## config.mk

```make
export PLATFORM = sky130hd
export DESIGN_NAME = best_fit_row_packer
export DESIGN_NICKNAME = d
export VERILOG_FILES = /design/src/sv/bfrp_pkg.sv /design/src/sv/bfrp_cell.sv /design/src/sv/bfrp_merge.sv /design/src/sv/best_fit_row_packer.sv
export SDC_FILE = /design/constraint.sdc
export NUM_CORES = 1
export LEC_CHECK = 0
export BUFFER_PORTS_ARGS = -buffer_cell sky130_fd_sc_hd__buf_2
export CORE_MARGIN = 8
export CORE_UTILIZATION = 50
export DETAILED_ROUTE_END_ITERATION = 8
export GPL_TIMING_DRIVEN = 0
export PLACE_DENSITY = 0.77
export SLEW_MARGIN = 20
export SYNTH_ARGS = -nofsm -noshare
export SYNTH_HDL_FRONTEND = slang
export SYNTH_SLANG_ARGS = --single-unit
```

## constraint.sdc

```tcl
create_clock -name clock -period 6.5 [get_ports clock]
set_clock_uncertainty 0.2 [all_clocks]
set_input_delay 0.65 -clock clock [delete_from_list [all_inputs] [get_ports clock]]
set_output_delay 0.65 -clock clock [all_outputs]
set_load 0.1 [all_outputs]
```

## src/sv/bfrp_pkg.sv

```systemverilog
`timescale 1ns / 1ps
// ----------------------------------------------------------------------------
// bfrp_pkg
// Types and constants shared by the best-fit row packer and its cells.
// ----------------------------------------------------------------------------
package bfrp_pkg;

   localparam int          WORD_CHARS = 10;
   localparam int          CNT_W      = 4;
   localparam logic [7:0]  FREE_MARK  = 8'd43;

   typedef enum logic [1:0] {
      ST_PLACED   = 2'd0,
      ST_TOO_LONG = 2'd1,
      ST_NO_ROOM  = 2'd2
   } status_type;

   typedef struct packed {
      logic [15:0]      word_chars_high;
      logic [63:0]      word_chars_low;
      logic [CNT_W-1:0] word_length;
   } req_type;

   typedef struct packed {
      status_type       status;
      logic [CNT_W-1:0] slot_rank;
      logic [CNT_W-1:0] start_column;
      logic [CNT_W-1:0] free_after;
   } rsp_type;

   // Flags handed from one rank cell to the next one up.
   typedef struct packed {
      logic fits;   // some lower rank holds the word
      logic gt;     // some lower rank has more free than the updated row
   } link_type;

   // Broadcast from the top level to every cell.
   typedef struct packed {
      logic             place;
      logic [CNT_W-1:0] len;
      logic [CNT_W-1:0] new_free;
   } ctl_type;

endpackage

```

## src/sv/bfrp_cell.sv

```systemverilog
`timescale 1ns / 1ps
// ----------------------------------------------------------------------------
// bfrp_cell
// One rank slot: holds a row's free count and characters, finds whether it
// is the best-fit row, and shifts up by one rank when a refilled row drops
// below it.
// ----------------------------------------------------------------------------
module bfrp_cell #(
   parameter int ROW_LENGTH = 10
) (
   input  logic                          clock,
   input  logic                          reset,
   input  bfrp_pkg::link_type            link_in,
   output bfrp_pkg::link_type            link_out,
   input  bfrp_pkg::ctl_type             ctl,
   input  logic [ROW_LENGTH*8-1:0]       new_row,
   input  logic [ROW_LENGTH*8-1:0]       prev_row,
   input  logic [bfrp_pkg::CNT_W-1:0]    prev_free,
   output logic [bfrp_pkg::CNT_W-1:0]    free_out,
   output logic [ROW_LENGTH*8-1:0]       row_out,
   output logic                          hit
);
   import bfrp_pkg::*;

   logic [CNT_W-1:0]        free_ff, free_in;
   logic [ROW_LENGTH*8-1:0] row_ff, row_in;
   logic                    fits, gt, in_region;

   always_comb begin
      fits      = free_ff >= ctl.len;
      gt        = free_ff > ctl.new_free;
      hit       = fits && !link_in.fits;
      in_region = !link_in.fits;   // at or below the chosen rank
      link_out.fits = fits || link_in.fits;
      link_out.gt   = gt || link_in.gt;

      free_in = free_ff;
      row_in  = row_ff;
      if (ctl.place && in_region) begin
         if (link_in.gt) begin
            // shift up to make room for the refilled row below
            free_in = prev_free;
            row_in  = prev_row;
         end else if (gt || hit) begin
            free_in = ctl.new_free;
            row_in  = new_row;
         end
      end
   end

   always_ff @(posedge clock) begin
      if (reset) begin
         free_ff <= CNT_W'(ROW_LENGTH);
         row_ff  <= {ROW_LENGTH{FREE_MARK}};
      end else begin
         free_ff <= free_in;
         row_ff  <= row_in;
      end
   end

   assign free_out = free_ff;
   assign row_out  = row_ff;

endmodule

```

## src/sv/bfrp_merge.sv

```systemverilog
`timescale 1ns / 1ps
// ----------------------------------------------------------------------------
// bfrp_merge
// Builds the chosen row with the word's characters appended from its first
// free column.
// ----------------------------------------------------------------------------
module bfrp_merge #(
   parameter int ROW_LENGTH = 10
) (
   input  logic [ROW_LENGTH*8-1:0]                     row_in,
   input  logic [bfrp_pkg::CNT_W-1:0]                  start,
   input  logic [bfrp_pkg::CNT_W-1:0]                  len,
   input  logic [bfrp_pkg::WORD_CHARS-1:0][7:0]        chars,
   output logic [ROW_LENGTH*8-1:0]                     row_out
);
   import bfrp_pkg::*;

   always_comb begin
      logic [CNT_W-1:0] k;
      row_out = row_in;
      for (int c = 0; c < ROW_LENGTH; c++) begin
         k = CNT_W'(c) - start;
         if (CNT_W'(c) >= start && k < len && k < CNT_W'(WORD_CHARS)) begin
            row_out[c*8 +: 8] = chars[k];
         end
      end
   end

endmodule

```

## src/sv/best_fit_row_packer.sv

```systemverilog
`timescale 1ns / 1ps
// ----------------------------------------------------------------------------
// best_fit_row_packer
// Packs words of up to ten characters into rows by best fit.
// ----------------------------------------------------------------------------
// The packer takes one request per cycle and answers each with one response,
// registered, in the cycle after acceptance; it keeps taking requests while
// the response register drains, so throughput is one word per clock unless
// the response side stalls. The rows live in a chain of ROW_COUNT rank cells
// kept sorted by free space. Each cycle every cell checks its fit in
// parallel, the lowest fitting cell is the chosen row, and the cells between
// the new position of that row and its old rank shift up by one in the same
// edge, so the whole re-rank completes at that same edge.
// ----------------------------------------------------------------------------
module best_fit_row_packer #(
   parameter int ROW_LENGTH = 10,
   parameter int ROW_COUNT  = 10
) (
   input  logic              clock,
   input  logic              reset,
   input  logic              req_valid,
   output logic              req_ready,
   input  bfrp_pkg::req_type req_payload,
   output logic              rsp_valid,
   input  logic              rsp_ready,
   output bfrp_pkg::rsp_type rsp_payload
);
   import bfrp_pkg::*;

   localparam int ROW_W = ROW_LENGTH * 8;

   link_type                  link [ROW_COUNT+1];
   logic [CNT_W-1:0]          free_q [ROW_COUNT];
   logic [ROW_W-1:0]          row_q [ROW_COUNT];
   logic [CNT_W-1:0]          prev_free [ROW_COUNT];
   logic [ROW_W-1:0]          prev_row [ROW_COUNT];
   logic [ROW_COUNT-1:0]      hit;

   logic [CNT_W-1:0]          sel_free, sel_rank, start, len;
   logic [ROW_W-1:0]          sel_row, new_row;
   logic                      found, too_long, req_accept;
   ctl_type                   ctl;
   logic [WORD_CHARS-1:0][7:0] chars;

   logic    rsp_valid_ff, rsp_valid_in;
   rsp_type rsp_ff, rsp_in;

   assign len        = req_payload.word_length;
   assign chars      = {req_payload.word_chars_high, req_payload.word_chars_low};
   assign req_ready  = !rsp_valid_ff || rsp_ready;
   assign req_accept = req_valid && req_ready;
   assign link[0]    = '0;
   assign found      = link[ROW_COUNT].fits;
   assign too_long   = len > CNT_W'(ROW_LENGTH);

   always_comb begin
      for (int i = 0; i < ROW_COUNT; i++) begin
         if (i == 0) begin
            prev_free[i] = '0;
            prev_row[i]  = '0;
         end else begin
            prev_free[i] = free_q[i-1];
            prev_row[i]  = row_q[i-1];
         end
      end
   end

   // Gather the chosen row; hit is one-hot or empty.
   always_comb begin
      sel_free = '0;
      sel_row  = '0;
      sel_rank = '0;
      for (int i = 0; i < ROW_COUNT; i++) begin
         if (hit[i]) begin
            sel_free = sel_free | free_q[i];
            sel_row  = sel_row | row_q[i];
            sel_rank = sel_rank | CNT_W'(i);
         end
      end
   end

   assign start        = CNT_W'(ROW_LENGTH) - sel_free;
   assign ctl.place    = req_accept && !too_long && found;
   assign ctl.len      = len;
   assign ctl.new_free = sel_free - len;

   bfrp_merge #(.ROW_LENGTH(ROW_LENGTH)) u_merge (
      .row_in  (sel_row),
      .start   (start),
      .len     (len),
      .chars   (chars),
      .row_out (new_row)
   );

   for (genvar g = 0; g < ROW_COUNT; g++) begin : g_cell
      bfrp_cell #(.ROW_LENGTH(ROW_LENGTH)) u_cell (
         .clock     (clock),
         .reset     (reset),
         .link_in   (link[g]),
         .link_out  (link[g+1]),
         .ctl       (ctl),
         .new_row   (new_row),
         .prev_row  (prev_row[g]),
         .prev_free (prev_free[g]),
         .free_out  (free_q[g]),
         .row_out   (row_q[g]),
         .hit       (hit[g])
      );
   end

   always_comb begin
      rsp_valid_in = rsp_valid_ff && !rsp_ready;
      rsp_in       = rsp_ff;
      if (req_accept) begin
         rsp_valid_in = 1'b1;
         rsp_in       = '0;
         if (too_long) begin
            rsp_in.status = ST_TOO_LONG;
         end else if (!found) begin
            rsp_in.status = ST_NO_ROOM;
         end else begin
            rsp_in.status       = ST_PLACED;
            rsp_in.slot_rank    = sel_rank;
            rsp_in.start_column = start;
            rsp_in.free_after   = ctl.new_free;
         end
      end
   end

   always_ff @(posedge clock) begin
      if (reset) begin
         rsp_valid_ff <= 1'b0;
      end else begin
         rsp_valid_ff <= rsp_valid_in;
      end
   end

   always_ff @(posedge clock) begin
      rsp_ff <= rsp_in;
   end

   assign rsp_valid   = rsp_valid_ff;
   assign rsp_payload = rsp_ff;

endmodule

```

==> results of run 1 <==
-- critical path: cells and delay by family --
kind | cells | cell delay (ns)
fa+ha+maj | 5 | 1.75
compound gates | 8 | 1.54
simple gates | 9 | 1.59
buf+inv | 7 | 0.99
-- power by group --
group | switching, mW | leakage (nW) | internal (mW) | total [mW]
sequential | 0.0253 | 0.473 | 0.384 | 0.410
clock | 0.123 | 0.0654 | 0.154 | 0.277
combinational | 1.10 | 1.96 | 0.654 | 1.75
-- path summary, 6_finish.rpt --
check | start | end | depth (start not counted) | slack, ns
setup / recovery | req_payload[2] | g_cell[9].u_cell.free_out[1] | 29 | -0.03
hold / removal | g_cell[8].u_cell.free_out[0] | g_cell[8].u_cell.free_out[0] | 2 | 0.32
setup reg to reg | g_cell[2].u_cell.free_out[0] | g_cell[9].u_cell.free_out[1] | 27 | 0.04
hold reg to reg | g_cell[8].u_cell.free_out[0] | g_cell[8].u_cell.free_out[0] | 2 | 0.32
-- layer usage --
metal / track usage / routed length (um) / vias up
met4: 0.121 / 904 / 0
li1: - / - / 2384
met1: 0.311 / 6790 / 2488
met3: 0.0352 / 1940 / 86
met5: 0 / 0 / -
met2: 0.391 / 7940 / 375
-- stage by stage --
step           total power [mW]  setup WS, ns  hold WS, ns
5_1_grt                    2.56        -0.328        0.331
3_3_place_gp               1.69         -1.69        0.291
2_1_floorplan              1.41        0.0168        0.245
4_1_cts                    2.11        0.0184        0.306
6_report                   2.44       -0.0330        0.321
3_5_place_dp               1.72         -1.78        0.291
-- cell families after synthesis --
kind of cell / count (synthesis) / synth area share
simple gates: 191 / 0.189
compound gates: 181 / 0.276
fa+ha+maj: 68 / 0.172
buf+inv: 61 / 0.0488
flops: 55 / 0.252
mux: 24 / 0.0508
xor+xnor: 6 / 0.0107
-- registers in the layout (all words and copies together), names as in the netlist --
name                    count
rsp_payload                14
rsp_valid                   1
g_cell.u_cell.free_out     40
-- what timing repair did --
item / in CTS / in global routing
pin swaps: 8 / 43
endpoints found under the setup margin: 39 / 34
gates resized for setup: 39 / 62
setup buffers: 21 / 38
-- layout by cell type, fill, tap and decap left out, types with 10 or more instances in the layout --
| cell | instances |
|---|---|
| o21ai_0 | 15 |
| buf_2 | 21 |
| nand2_1 | 43 |
| mux2i_1 | 16 |
| edfxtp_1 | 14 |
| nor2_1 | 58 |
| a211oi_1 | 10 |
| nor3_1 | 20 |
| inv_1 | 35 |
| buf_4 | 54 |
| dfxtp_1 | 41 |
| o21ai_1 | 10 |
| ha_1 | 54 |
| a21oi_1 | 38 |
-- layout make-up --
class                      count  area (um2)
buffer                        13        80.1
clock buffer                   6        72.6
clock inverter                 2        60.1
fill                         733        3380
inverter                      44         188
multi-input combinational    470        3880
sequential                    55        1240
tap                          133         166
timing repair buffer          82         618
==> results.md, run 1 <==
- Synth Flop Type: dfxtp_1
- CTS Buf Count: 5
- MaxCap Viol Count: 0
- Net count after synthesis: roughly 740
- TNS Setup: -0.0685 ns
- Port bufs: 23
- Post-Syn Instances: 586
- Most frequent cells after synthesis: ha_1 (62), nor2_1 (62), nand2_1 (44), inv_1 (43)
- Fmax: 0.153 GHz
- Worst-Skew Late Latency: 0.32 ns
- Final min period: approximately 6.5 ns
- Global-route wire length before repair: 24900 um
- Gr usage total: 0.243
- Pwr/cell area: 386 nW/um2
- Synth Warn #: 0
- CP Capture Type: register
- Starting Density: 0.509
- GPL Wtd Cong: 0.989
- Non-filler cells, final: 805
- Htree depth: 2
- Layout Area Growth over Synthesis: 28.1%
- Hold crit path type: register to register
- Die H: between 100 and 150 um
- Crit-path max FO: 10
- Critical Path AT: roughly 6.6 ns
- Most used cell, CP: buf_4
- CTS tree: done
- Slew @ Worst Pin: 0.799 ns
- Mapped Area: 4930 um2
- CP startpoint kind: input port
- Final worst setup slack: -0.0330 ns
- Standard-cell rows: 36
- Crit path kind: input port to register
- DRC Markers: 0
- Detailed Routing Iterations Pass 1: 6
- Detail Route Antenna Nets: 0
- Via count: approximately 5300
- Async S/R FF share, synth: 0
- Relative slew slack: 0.467
- CTS Sinks: between 50 and 60
- Top cells by area, synth: dfxtp_1 (17%), ha_1 (16%), edfxtp_1 (8.5%)
- #FFs+latches synth: 55
- RSZ-0062 raised after global routing: true
- Violated checks: setup timing
- Initial drt markers: 728
- Core Region: approximately 9700 um2
- Placed inst area: 5260 um2
- Slowest CP cell: fa_2
- Clk pin slew, worst setup/hold paths: 0.10 ns
- Synthesized area per cell: 8.41 um2
- Max clock buf depth: 2
- Final hold vios: 0
- Gr ovfl total: 0
- Antenna diodes: 0
- Max stage delay on crit path: ~0.62 ns
- HPWL Detailed: 11300 um
- Vias per cell: between 6 and 7
- Fin. max-slew vios: 0
- Fin crit share: 1.01
- WL final: 17600 um
- # setup viols final: 3
- Post-synth EDFFs: 14
- Synth top area share: 0.167
- Routed wire per std cell: 21.8 um
- Initial antenna violation count: 0
- Synth cell types: 77
- Largest net degree at the start of global routing: 17
- Data required, critical path: 6.52 ns
- Layout net count: about 820
- Post-synthesis sequential area ratio: 0.252
- Status: finished, violations left
- Placed cells: between 700 and 800
- Finished layout cell area: 6310 um2
- Worst-case vdd ir drop: 0.000222 V
- Vias in the first global route: around 4600
- P_leak: between 2 and 2.5 nW
- Layout cells sized above 1: 0.284
- Clk root buf: clkbuf_8
- Ports: 104
- Die span in x: 115 um
- Final Util: 0.651
- Die ar.: 13300 um2
- Synth area leader: dfxtp_1
- CTS Hold Buffers Added: 0
No activity file was read; power rests on OpenSTA's default activity.
==> run 2, diff against run 1 <==
MAX_ROUTING_LAYER = met4   (was default)
==> results.md, run 2 (same netlist as run 1, synthesis figures left out) <==
- Status: finished, final reports clean
- CTS Sinks: 55 (unchanged)
- Routed wire per std cell: 21.6 um (-0.96%)
- Die ar.: 13300 um2 (unchanged)
- Crit-path max FO: 7 (-3)
- CTS Hold Buffers Added: 0 (unchanged)
- Global-route wire length before repair: 24700 um (-1.1%)
- Hold_ws: 0.314 ns (-0.00626 ns)
- Non-filler cells, final: 790 (-1.9%)
- Met2 routed WL: 7850 um (-1.2%)
- Pwr/cell area: 372 nW/um2 (-3.8%)
- CP Capture Type: register
- Layout Area Growth over Synthesis: 24.9%
- Vias in the first global route: 4533 (-2.2%)
- Largest net degree at the start of global routing: 17 (unchanged)
- Fin crit share: 0.987 (-0.0186)
- Fmax: 0.156 GHz (+1.9%)
- Data required, critical path: 6.48 ns (-0.04 ns)
- Hold crit path type: register to register
- Layout net count: 808 (-1.7%)
- Htree depth: 2 (unchanged)
- DRC Markers: 0 (unchanged)
- Fin. max-slew vios: 0 (unchanged)
- Reg2Reg Setup Slack: 0.20 ns (+0.16 ns)
- TNS Setup: 0 ns (+0.0685 ns)
- Detail Route Antenna Nets: 0 (unchanged)
- RR Startpoint: g_cell[2].u_cell.free_out[0]
- P_sw: 1.24 mW (-0.77%)
- Routed length on met3: 1610 um (-17%)
- Antenna diodes: 0 (unchanged)
- Standard-cell rows: 36 (unchanged)
- Sequential share of power: 0.179 (+0.011)
- Gr usage total: 0.247 (+0.00420)
- Most common cell after layout, fill and taps aside: nor2_1
- Max clock buf depth: 2 (unchanged)
- Worst-case vdd ir drop: 0.000198 V (-11%)
- Layout cells sized above 1: 0.268 (-0.0163)
- Relative slew slack: 0.454 (-0.0135)
- Slew @ Worst Pin: 0.819 ns (+0.0202 ns)
- Die H: 115 um (unchanged)
- Max reg flops: 40 (unchanged)
- Via count: 5157 (-3.3%)
- Combinational cell fraction of total power: 0.739 (+0.021)
- Ports: 104 (unchanged)
- Port bufs: 23 (unchanged)
- HPWL Detailed: 11400 um (+0.97%)
- Max Used Layer: met4
- Starting Density: 0.509 (unchanged)
- CTS tree: done
- Clk pwr share: 0.082 (-0.032)
- DRT met1 WL: 7010 um (+3.3%)
- Core Region: 9680 um2 (unchanged)
- GPL Wtd Cong: 1.01 (+2.4%)
- Gr ovfl total: 0 (unchanged)
- Placed cells: 742 (unchanged)
- Crit path kind: input port to register
- Initial drt markers: 496 (-32%)
- Critical Path AT: 6.39 ns (-0.16 ns)
- CP startpoint: req_payload[1]
- Reg2reg path depth: 25 (-7.4%)
- Switch share: 0.540 (+0.0294)
- Clk pin slew, worst setup/hold paths: 0.09 ns (about the same)
- Die span in x: 115 um (unchanged)
- Detailed Routing Iterations Pass 1: 5 (-1)
- Final min period: 6.41 ns (-0.121 ns)
- P_leak: 2.41 nW (-3.6%)
- CTS Buf Count: 5 (unchanged)
- Pint: 1.05 mW (-12%)
- Worst-Skew Late Latency: 0.31 ns (about the same)
- MaxCap Viol Count: 0 (unchanged)
- Most frequent cells in the layout: nor2_1 (57), ha_1 (55), nand2_1 (43)
- CP startpoint kind: input port
- Clk root buf: clkbuf_8
- Reg2reg end: g_cell[9].u_cell.free_out[0]
- WL final: 17100 um (-2.8%)
- Crit path to: g_cell[9].u_cell.free_out[0]
- Hold_sp: g_cell[8].u_cell.free_out[0]
- # setup viols final: 0 (-3)
- Final hold vios: 0 (unchanged)
- Vias per cell: 6.53 (-1.5%)
- Initial antenna violation count: 0 (unchanged)
run 2: changes by cell type in the layout (fill, tap and decap cells not counted), moves of 2 or more:
cell	previous run	this run
clkbuf_1	8	6
nor2_2	1	3
bufinv_16	2	0
inv_2	3	1
buf_8	2	0
buf_4	54	40
run 2: worst min-delay path by stage:
stage,endpoint,cells past startpoint
finish,g_cell[8].u_cell.free_out[0],2
detailed placement,g_cell[8].u_cell.free_out[0],2
global placement,g_cell[8].u_cell.free_out[0],2
global route,g_cell[8].u_cell.free_out[0],2
CTS,g_cell[8].u_cell.free_out[0],2
floorplan,g_cell[7].u_cell.free_out[0],2
run 2: layout make-up:
type / instances / area, um2
tap: 133 / 166
timing repair buffer: 67 / 494
fill: 772 / 3530
inverter: 44 / 190
buffer: 13 / 81.3
clock buffer: 5 / 68.8
clock inverter: 2 / 8.76
multi-input combinational: 471 / 3900
sequential: 55 / 1240
run 2: power groups by stage:
| stage | clock network [mW] | registers (mW) | logic, mW |
|---|---|---|---|
| 2_1_floorplan | 0 | 0.515 | 0.893 |
| 3_3_place_gp | 0 | 0.412 | 1.28 |
| 3_5_place_dp | 0 | 0.412 | 1.32 |
| 4_1_cts | 0.186 | 0.405 | 1.44 |
| 5_1_grt | 0.198 | 0.412 | 1.77 |
| 6_report | 0.187 | 0.409 | 1.69 |
run 2: worst max-delay path: stages:
cell        delay, ns
buf_4            0.11
clkinvlp_4       0.19
buf_4            0.20
ha_1             0.26
o21ai_1          0.09
a211oi_2         0.42
or3_4            0.32
nor2_4           0.08
a22oi_2          0.23
nand3_2          0.14
a211oi_4         0.32
ha_4             0.19
inv_4            0.03
fa_2             0.62
inv_8            0.08
ha_4             0.22
nor2b_2          0.16
o21ai_2          0.19
nand2_1          0.12
o21ai_1          0.12
a32oi_1          0.10
a311o_1          0.45
a211o_4          0.44
nor4_4           0.29
mux2i_1          0.25
o31ai_1          0.08
run 2: repair_timing:
action | in CTS | in global routing
buffers inserted | 20 | 24
setup endpoints to repair | 39 | 36
gates cloned | 0 | 1
pin swaps | 8 | 35
gates resized for setup | 34 | 68
run 2: per-layer routing:
layer / vias to the layer above / GRT usage
met2: 318 / 0.390
met4: 0 / 0.110
met5: - / -
li1: 2351 / -
met1: 2438 / 0.305
met3: 50 / 0.0410
run 2: per-stage QoR:
stage               total power, mW   util  setup WS (ns)  area (um2)
floorplan                      1.41      -         0.0168        4980
global placement               1.70  0.543          -1.69        5260
detailed placement             1.73  0.543          -1.65        5260
CTS                            2.03  0.582        0.00307        5630
global route                   2.38  0.635        -0.0866        6150
finish                         2.29  0.635         0.0877        6150
==> run 3, diff against run 2 <==
SETUP_SLACK_MARGIN = 0.2   (was default)
==> results.md, run 3 (same netlist as run 1, synthesis figures left out) <==
- Status: finished, final reports clean
- Fmax: 0.158 GHz (+1.2%)
- WL final: 17900 um (+5.0%)
- Hold Crit Depth: 2 (unchanged)
- P_leak: 2.54 nW (+5.6%)
- Detailed Routing Iterations Pass 1: 5 (unchanged)
- CTS tree: done
- Critical Path AT: 6.33 ns (-0.06 ns)
- Clk pin slew, worst setup/hold paths: 0.11 ns (+0.02 ns)
- Max reg flops: 40 (unchanged)
- RSZ-0062 raised after global routing: true
- Most common cell after layout, fill and taps aside: nor2_1
- Hold crit path type: register to register
- TNS Setup: 0 ns (unchanged)
- Relative slew slack: 0.467 (+0.0128)
- Largest net degree at the start of global routing: 19 (+2)
- Antenna diodes: 0 (unchanged)
- Slowest CP cell: a2111oi_4
- Core Region: 9680 um2 (unchanged)
- Layout net count: 821 (+1.6%)
- Hold_sp: g_cell[8].u_cell.free_out[0]
- Area used by multi-input combinational logic: 4050 um2 (+3.8%)
- CTS Buf Count: 5 (unchanged)
- Register Area: 1240 um2 (+0.20%)
- Crit path kind: input port to register
- Final Util: 0.670 (+0.0342)
- Standard-cell rows: 36 (unchanged)
- Worst-case vdd ir drop: 0.000261 V (+32%)
- Reg2reg end: g_cell[2].u_cell.free_out[3]
- Reg2reg path depth: 29 (+16%)
- Min-Delay Endpoint: g_cell[8].u_cell.free_out[0]
- Vias per cell: 6.63 (+1.5%)
- Routed wire per std cell: 22.3 um (+3.2%)
- Die ar.: 13300 um2 (unchanged)
- # setup viols final: 0 (unchanged)
- Port bufs: 23 (unchanged)
- CP startpoint kind: input port
- Starting Density: 0.509 (unchanged)
- CTS Sinks: 55 (unchanged)
- Die H: 115 um (unchanged)
- CP Capture Type: register
- Max clock buf depth: 2 (unchanged)
- RR Startpoint: g_cell[1].u_cell.free_out[0]
- Die span in x: 115 um (unchanged)
- Via count: 5329 (+3.3%)
- Detail Route Antenna Nets: 0 (unchanged)
- Worst-Skew Late Latency: 0.33 ns (+0.02 ns)
- Fill count: 727 (-5.8%)
- Pwr/cell area: 401 nW/um2 (+7.8%)
- Placed inst area: 5290 um2 (+0.62%)
- CTS Hold Buffers Added: 0 (unchanged)
- Final min period: 6.33 ns (-0.0783 ns)
- Crit-path max FO: 10 (+3)
- Reg2Reg Setup Slack: 0.24 ns (+0.04 ns)
- Clk root buf: clkbuf_8
- Layout Area Growth over Synthesis: 31.6%
- DRC Markers: 0 (unchanged)
- Layout cells sized above 1: 0.332 (+0.0645)
- Final Total Pwr: 2.60 mW (+14%)
- Slew @ Worst Pin: 0.800 ns (-0.0192 ns)
- Global-route wire length before repair: 26200 um (+6.1%)
- HPWL Detailed: 11600 um (+1.8%)
- GPL Wtd Cong: 0.996 (-1.6%)
- Gr usage total: 0.263 (+0.0153)
- Ports: 104 (unchanged)
- Most frequent cells in the layout: nor2_1 (55), ha_1 (51), buf_4 (48)
- Data required, critical path: 6.49 ns (about the same)
- Max stage delay on crit path: 0.51 ns (-0.11 ns)
- Fin crit share: 0.974 (-0.0120)
- Finished layout cell area: 6480 um2 (+5.4%)
- Initial drt markers: 538 (+8.5%)
- MaxCap Viol Count: 0 (unchanged)
- Fin. max-slew vios: 0 (unchanged)
- Final hold vios: 0 (unchanged)
- Htree depth: 2 (unchanged)
- Gr ovfl total: 0 (unchanged)
- Vias in the first global route: 4805 (+6.0%)
- Initial antenna violation count: 0 (unchanged)
run 3: cell types whose count changed in the layout (fill, tap and decap cells not counted), sizes merged:
cell,delta
clkbuf,+2
or3,-1
inv,+2
buf,+11
run 3: critical path: cells and delay by family:
family	cells	cell delay, ns
adder cells (fa/ha/maj)	2	0.65
AND/OR/NAND/NOR	6	0.62
buffers and inverters	7	1.22
AO/OA/AOI/OAI	9	2.57
XOR/XNOR	1	0.33
multiplexers	1	0.28
run 3: repair_timing:
action / 4_1_cts / 5_1_grt
setup endpoints to repair: 39 / 38
buffers inserted: 30 / 23
pin swaps: 29 / 43
gates cloned: 1 / 0
gates resized for setup: 65 / 82
run 3: power breakdown:
| group | switching, mW | leakage, nW | internal, mW |
|---|---|---|---|
| clock network | 0.130 | 0.0485 | 0.0778 |
| registers | 0.0284 | 0.473 | 0.385 |
| logic | 1.20 | 2.02 | 0.778 |
| total | 1.36 | 2.54 | 1.24 |
run 3: layout make-up:
cell class / instances / area share
Timing Repair Buffer: 76 / 0.0913
Multi-Input combinational cell: 470 / 0.625
Inverter: 44 / 0.0289
Clock inverter: 3 / 0.00347
Sequential cell: 55 / 0.192
Buffer: 17 / 0.0216
Tap cell: 133 / 0.0257
Timing Repair inverter: 1 / 0.00174
Clock buffer: 5 / 0.0106
run 3: worst max-delay path by stage:
stage	endpoint	startpoint	cells past startpoint	slack, ns
detailed placement	g_cell[8].u_cell.free_out[1]	req_payload[1]	26	-1.32
global placement	g_cell[8].u_cell.free_out[1]	req_payload[1]	26	-1.31
floorplan	g_cell[9].u_cell.free_out[0]	req_payload[1]	25	0.21
CTS	g_cell[9].u_cell.free_out[0]	req_payload[1]	27	0.20
finish	g_cell[2].u_cell.free_out[3]	req_payload[1]	26	0.17
global route	g_cell[2].u_cell.free_out[1]	req_payload[0]	26	-0.02
run 3: per-layer routing:
layer | track usage | wire length [um] | vias up
met1 | 0.312 | 7030 | 2541
li1 | - | - | 2375
met5 | - | 0 | -
met3 | 0.0562 | 1720 | 76
met4 | 0.125 | 1040 | 0
met2 | 0.415 | 8160 | 337
run 3: metrics by stage:
| stage | worst slack [ns] | instances | hold WS [ns] |
|---|---|---|---|
| global placement | -1.31 | 742 | 0.292 |
| finish | 0.166 | 804 | 0.314 |
| global route | -0.0237 | 804 | 0.323 |
| floorplan | 0.207 | 586 | 0.245 |
| detailed placement | -1.32 | 742 | 0.289 |
| CTS | 0.196 | 781 | 0.302 |
